### src/sv/volume_chunk_map_translator_unit_defines.svh
// assertion macros for the volume chunk map translator
// used by volume_chunk_map_translator_unit, expects i_clk and i_rst_n in scope
`ifndef VOLUME_CHUNK_MAP_TRANSLATOR_UNIT_DEFINES_SVH
`define VOLUME_CHUNK_MAP_TRANSLATOR_UNIT_DEFINES_SVH

// condition holds at every edge out of reset
`define VCMT_ASSERT_ALWAYS(label, cond, msg) \
    label: assert property (@(posedge i_clk) disable iff (!i_rst_n) (cond)) \
        else $error(msg);

// same-cycle implication
`define VCMT_ASSERT_IMPLIES(label, ante, cons, msg) \
    label: assert property (@(posedge i_clk) disable iff (!i_rst_n) (ante) |-> (cons)) \
        else $error(msg);

// next-cycle implication
`define VCMT_ASSERT_NEXT(label, ante, cons, msg) \
    label: assert property (@(posedge i_clk) disable iff (!i_rst_n) (ante) |=> (cons)) \
        else $error(msg);

`endif

### src/sv/vcmt_pkg.sv
// shared types and constants of the volume chunk map translator
// no dependencies
`default_nettype none

package vcmt_pkg;

    localparam int OFFSET_W  = 42;
    localparam int ADDR_W    = 43;
    localparam int DEV_W     = 48;
    localparam int SLOT_W    = 10;
    localparam int WORD_W    = 16;
    localparam int PART_W    = 4;
    localparam int SHIFT_W   = 5;
    localparam int LOW_W     = 22;
    localparam int CFG_IDX_W = 2;
    localparam int CFG_W     = 32;
    localparam int SIZE_SH_W = 22;

    localparam logic [CFG_IDX_W-1:0] CFG_MEDIA_SIZE    = 2'd0;
    localparam logic [CFG_IDX_W-1:0] CFG_PARTS_IN_USE  = 2'd1;

    localparam logic [SHIFT_W-1:0]   SHIFT_RESET       = 5'd22;
    localparam logic [PART_W-1:0]    PARTS_RESET       = 4'd1;
    localparam logic [SLOT_W-1:0]    SLOT_NONE         = '0;

    typedef enum logic [1:0] {
        OP_LOAD       = 2'd0,
        OP_FROM_START = 2'd1,
        OP_FROM_END   = 2'd2
    } t_opcode;

    typedef struct packed {
        logic load_ok;
        logic translate;
        logic oor;
    } t_idx_ctl;

    typedef struct packed {
        logic wr;
        logic rd;
    } t_mem_req;

    typedef struct packed {
        logic clearing;
    } t_mem_stat;

    // bit length of (size - 1) >> 10
    function automatic logic [SHIFT_W-1:0] chunk_shift(input logic [CFG_W-1:0] size);
        logic [CFG_W-1:0]     dec;
        logic [SIZE_SH_W-1:0] v;
        logic [SHIFT_W-1:0]   n;
        dec = size - CFG_W'(1);
        v   = dec[CFG_W-1:10];
        n   = '0;
        for (int i = 0; i < SIZE_SH_W; i++) begin
            if (v[i]) begin
                n = SHIFT_W'(i + 1);
            end
        end
        return n;
    endfunction

endpackage

`default_nettype wire

### src/sv/vcmt_index.sv
// chunk index and ram address for loads and translations
// combinational, uses vcmt_pkg
`default_nettype none

module vcmt_index
    import vcmt_pkg::*;
#(
    parameter int PARTITIONS = 9,
    parameter int CHUNKS     = 1024,
    parameter int ADR_W      = 14
) (
    input  wire logic [1:0]         i_opcode,
    input  wire logic [SLOT_W-1:0]  i_slot,
    input  wire logic [WORD_W-1:0]  i_map_word,
    input  wire logic [PART_W-1:0]  i_partition,
    input  wire logic [ADDR_W-1:0]  i_addr,
    input  wire logic [SHIFT_W-1:0] i_shift,
    input  wire logic [PART_W-1:0]  i_parts_in_use,
    output t_idx_ctl                o_ctl,
    output logic      [ADR_W-1:0]   o_mem_addr,
    output logic      [LOW_W-1:0]   o_low
);

    localparam int CIW = $clog2(CHUNKS);

    logic [ADDR_W-1:0] idx_full;
    logic [PART_W-1:0] map_part;
    logic [9:0]        map_chunk;
    logic              load_ok;
    logic              translate;
    logic              oor;

    assign idx_full  = i_addr >> i_shift;
    assign map_part  = i_map_word[15:12];
    assign map_chunk = i_map_word[9:0];

    assign translate = (i_opcode == OP_FROM_START) || (i_opcode == OP_FROM_END);
    assign oor       = (int'(i_partition) >= PARTITIONS) || (idx_full >= ADDR_W'(CHUNKS));
    assign load_ok   = (i_opcode == OP_LOAD) && (i_slot != SLOT_NONE)
                       && (map_part < i_parts_in_use) && (int'(map_part) < PARTITIONS)
                       && (int'(map_chunk) < CHUNKS);

    assign o_low = i_addr[LOW_W-1:0] & ~({LOW_W{1'b1}} << i_shift);

    always_comb begin
        if (load_ok) begin
            o_mem_addr = ADR_W'(int'(map_part) * CHUNKS + int'(map_chunk));
        end else if (translate && !oor) begin
            o_mem_addr = ADR_W'(int'(i_partition) * CHUNKS + int'(idx_full[CIW-1:0]));
        end else begin
            o_mem_addr = '0;
        end
    end

    assign o_ctl.load_ok   = load_ok;
    assign o_ctl.translate = translate;
    assign o_ctl.oor       = oor;

endmodule

`default_nettype wire

### config.mk
export PLATFORM = sky130hd
export DESIGN_NAME = vcmt_index
export DESIGN_NICKNAME = d
export VERILOG_FILES = /design/src/sv/volume_chunk_map_translator_unit_defines.svh /design/src/sv/vcmt_pkg.sv /design/src/sv/vcmt_index.sv
export SDC_FILE = /design/constraint.sdc
export NUM_CORES = 1
export LEC_CHECK = 0
export BUFFER_PORTS_ARGS = -buffer_cell sky130_fd_sc_hd__buf_2
export CORE_MARGIN = 2
export CORE_UTILIZATION = 28
export DETAILED_ROUTE_END_ITERATION = 6
export PLACE_DENSITY = 0.52
export SYNTH_ARGS = -nofsm -noshare
export SYNTH_HDL_FRONTEND = slang
export SYNTH_SLANG_ARGS = --single-unit
### constraint.sdc
create_clock -name vclk -period 7.3
set_input_delay 0.365 -clock vclk [all_inputs]
set_output_delay 0.365 -clock vclk [all_outputs]
set_load 0.02 [all_outputs]
### Yosys cells after proc, flatten, opt, wreduce, memory -nomap -nowiden

Cells that the tools add are included.
W data, S select, Z words.

* bitwise operators: 2
* reduce and logical (&&, ||, !) cells: 9
* equal/unequal tests: 2
* shift operators: 2
* multiplexer cells: 2
* add/subtract/negate cells: 2
* order comparisons: 4

Operator list (count)
* $ge A43 B11 Y1 const B: 1
* $shr A43 B5 Y43: 1
* $add A14 B10 Y14: 2
* $mux W14: 2
* $and A22 B22 Y22: 1
* $not A22 Y22: 1
* $shl A22 B5 Y22 const A: 1
* $reduce_bool A10 Y1: 1
* $ge A4 B4 Y1 const B: 1
* $logic_and A1 B1 Y1: 4
* $lt A4 B4 Y1: 1
* $lt A4 B4 Y1 const B: 1
* $eq A2 B1 Y1 const B: 1
* $eq A2 B2 Y1 const B: 1
* $logic_not A2 Y1: 1
* $logic_or A1 B1 Y1: 2
* $logic_not A1 Y1: 1

* bits of input ports: 84
* output and inout bits: 39
* logic and storage cells: 23
* register bits after elaboration: 0

### Longest topological paths before layout

* depth in word-level cells: 7
* mapped depth: 13
* depth with buffers taken out: 8

### Worst setup path before layout

OpenSTA, ideal clock, no wires.

* kind: in2out
* start: input i_shift[1]
* end: output o_mem_addr[10]
* stages on the path: 11
* buffers on the path: 4
* arrival: 3.297 ns
* data required time: 6.935 ns
* setup slack: 3.638 ns
* path through: buf_2 buf_1 mux4_2 nor2_1 o2111ai_1 nor4_1 nand2_1 or4b_1 buf_2 buf_2 o31ai_1

* cells in the longest elaborated chain, start to end: 7
* elaborated cells on any way between the ends: 8
* classes of those cells: 1 x add/sub; 1 x order compare; 1 x shift; 2 x mux; 3 x reduce/logical

Ends and longest elaborated chain
* start: declaration: line vcmt_index.sv:17 `input wire logic [SHIFT_W-1:0] i_shift,`
* $shr A43 B5 Y43 *: line vcmt_index.sv:33 `assign idx_full = i_addr >> i_shift;`
* $ge A43 B11 Y1: line vcmt_index.sv:38 `assign oor = (int'(i_partition) >= PARTITIONS) || (idx_full >= ADDR_W'(CHUNKS));`
* $logic_or A1 B1 Y1: line vcmt_index.sv:38
* $logic_not A1 Y1: line vcmt_index.sv:48 `end else if (translate && !oor) begin`
* $logic_and A1 B1 Y1: line vcmt_index.sv:48
* $mux W14 *: line vcmt_index.sv:48
* $mux W14 *: line vcmt_index.sv:46 `if (load_ok) begin`
* end: declaration: line vcmt_index.sv:20 `output logic [ADR_W-1:0] o_mem_addr,`

Every way passes the cells marked *; elsewhere a longest branch is shown, timed or not.

==> flow_summary.yaml <==
run_status:
  status: "finished, final reports clean"
hold_path:
  hold_path_class: "primary input to output port"
  worstHoldStart: "i_map_word[5]"
  holdPathEnd: "o_mem_addr[5]"
  holdPathStages: 4
sta:
  min_period_ns: 4.933
  rsz0062_at_grt: "no"
  setup_slack_ns: 2.367
  fin_crit_sh_pct: 67.57
  drv_slew: 0
  setup-violations-final: 0
  worst_pin_slew_ns: 0.9762
  timing.slew.headroom_pct: 34.48
  hold_violations: 0
  setup-tns-final_ns: 0
  fmax_mhz: 202.7
global_route:
  grtUsageMet3_pct: 0.7233
  grt_util_met2_pct: 27.37
  grt_pass1_vias: 3253
  grt_max_degree: 65
  busiest_layer: "met1"
  gr-usage-all-layers_pct: 17.56
  grt_pass1_wl_mm: 16.96
  grtUsageMet1_pct: 27.50
  gr-total-overflow: 0
  antenna_found_initial: 0
setup_path:
  worstPathRequired_ns: 6.93
  startpoint_type: "primary input"
  crit_type: "primary input to output port"
  crit_arrival_ns: 4.57
  worstSetupEndpointType: "output port"
  critPathMaxFanout: 45
finish:
  antennaDiodeCount: 0
  seqCellArea_um2: 0
  n_clock_buffer: 0
  multi_input_area_um2: 2796
  fillers: 1203
  syn2layout_area_growth_pct: 19.98
  drive_gt1_share_pct: 35.28
  finish.utilization_pct: 34.13
  seq_cell_count: 0
  nets: 569
synthesis:
  ys_types: 64
  synth-seq-area-share_pct: 0
  yosysWarnings: 0
  synth.avg_cell_area_um2: 7.798
  syn_nets: 480
  syn-cell-area_um2: 3057
  post_synth_inst_count: 392
route:
  vias_per_cell: 5.900
  ant_nets: 0
  drt-initial-drc-count: 313
  num_vias: 3652
  post_drt_wl_per_cell_um: 17.76
  wirelength_mm: 10.99
  drc_errors: 0
  dr.pass1.iters: 5
placement:
  dp_slack_ns: 2.450
  gp_congestion: 0.9062
  hpwl_mm: 8.567
  numPortBuffers: 121
floorplanning:
  initial_core_util_pct: 28.45
  die_w_um: 108.5
  fp.dieH_um: 108.5
  ios: 123
  row_count: 38
  coreArea_um2: 10750
  die-area_um2: 11770
power:
  power.total_mw: 0.2597
  leakage_nw: 1.567
  powerDensity_nw_per_um2: 70.80
  peakVddDrop_mv: 0.04693
cts:
  hold_buffers: 0
  ctsResizeCount: 0
  post_cts_buffers: 0
run:
  maxCapViolations: 0
==> worst max path at each step <==
stage | end | cells past startpoint | slack [ns] | startpoint
floorplan | o_mem_addr[10] | 11 | 3.64 | i_shift[1]
global placement | o_ctl[0] | 8 | 2.48 | i_shift[2]
detailed placement | o_ctl[0] | 8 | 2.45 | i_shift[2]
CTS | o_ctl[0] | 8 | 2.43 | i_shift[2]
global route | o_ctl[0] | 8 | 2.07 | i_shift[2]
finish | o_ctl[0] | 8 | 2.37 | i_shift[2]
==> routing by layer <==
metal | vias to the layer above | wire length [um]
met2 | 171 | 4801
met5 | - | 0
li1 | 1736 | -
met4 | 0 | 95
met3 | 12 | 815
met1 | 1733 | 5281
==> placed cells by master, fill, tap and decap left out, types with 3 or more instances in the layout <==
cell | Yosys | layout
nor2b_1 | 5 | 5
mux4_2 | 30 | 30
inv_1 | 9 | 9
nor3_1 | 14 | 14
a21o_1 | 3 | 3
nand2b_1 | 4 | 4
nand4_1 | 7 | 7
clkinv_1 | 3 | 3
o21a_1 | 4 | 4
o211ai_1 | 4 | 4
nand4b_1 | 3 | 3
o31ai_1 | 14 | 14
or3_1 | 3 | 3
o22ai_1 | 5 | 5
o21ai_0 | 22 | 22
nand2_1 | 57 | 57
a21boi_0 | 9 | 9
mux2i_1 | 29 | 29
nor4_1 | 4 | 4
nor2_1 | 22 | 22
ha_1 | 4 | 4
a31oi_1 | 3 | 3
nor4bb_1 | 3 | 3
buf_2 | 9 | 121
nand3_1 | 13 | 13
mux4_1 | 6 | 6
and2_1 | 5 | 5
o2111ai_1 | 5 | 5
a21oi_1 | 14 | 14
mux2_2 | 8 | 8
buf_4 | 6 | 6
a211oi_1 | 3 | 3
==> logic make-up after synthesis <==
family,count (synthesis),share of synthesized area (%)
AOI/OAI and AO/OA,110,25.05
xor gates and xnor gates,1,0.2866
buffers and inverters,52,8.514
and+or+nand+nor,152,24.81
muxes,73,39.71
adders and majority gates,4,1.637
==> Yosys cell counts (2+ instances only) <==
cell type  instances  area [um^2]
o21ai_0           22        110.1
and2_1             5        31.28
or3_1              3        18.77
clkbuf_1          16        60.06
ha_1               4        50.05
or4b_1             2        20.02
a211oi_1           3        22.52
nand4b_1           3        26.28
nor2_1            22        82.58
mux2i_1           29        290.3
o21a_1             4        30.03
a21oi_1           14        70.07
nand4_1            7        43.79
buf_1              6        22.52
buf_6              2        22.52
nor4bb_1           3        30.03
o21ai_1            2        10.01
a21o_1             3        22.52
o211ai_1           4        30.03
o31ai_1           14        105.1
o311a_1            2        20.02
o31a_1             2        17.52
a211o_1            2        17.52
clkinv_1           3        11.26
mux4_1             6        157.7
inv_1              9        33.78
mux4_2            30        675.7
mux2_2             8        90.09
o2111ai_1          5        43.79
nor4b_1            2        17.52
and3_1             2        12.51
nand2_1           57        214.0
buf_2              9        45.04
buf_4              6        45.04
o2bb2ai_1          2        17.52
a31oi_1            3        18.77
nor2b_1            5        31.28
o22ai_1            5        31.28
nor3_1            14        70.07
nor4_1             4        25.02
nand3_1           13        65.06
nand2b_1           4        25.02
a21boi_0           9        67.56
a32oi_1            2        17.52
==> stage by stage <==
| stage | hold WS [ns] | cell area, um^2 | instances |
|---|---|---|---|
| 2_1_floorplan | 0.8537 | 3057 | 392 |
| 3_3_place_gp | 1.054 | 3667 | 619 |
| 3_5_place_dp | 1.051 | 3667 | 619 |
| 4_1_cts | 1.051 | 3667 | 619 |
| 5_1_grt | 1.064 | 3667 | 619 |
| 6_report | 1.048 | 3667 | 619 |
==> power by group <==
group	switching, mW	total, mW	internal (mW)
Combinational	0.151	0.260	0.108
Sequential	0	0	0
Clock	0	0	0
==> worst max-delay path, cell delays in order <==
cell and delay (ns):
buf_2 0.61, clkinv_1 0.97, mux2_2 0.60, o32a_1 0.35
o41ai_2 0.66, nand2_2 0.27, or4b_1 0.55, buf_2 0.17
==> area by class of cell <==
type	count	area share, %
timing repair buffer	127	17.74
inverter	12	1.228
tap	140	4.777
multi-input combinational	340	76.25
Power figures use the tool's default switching activity.
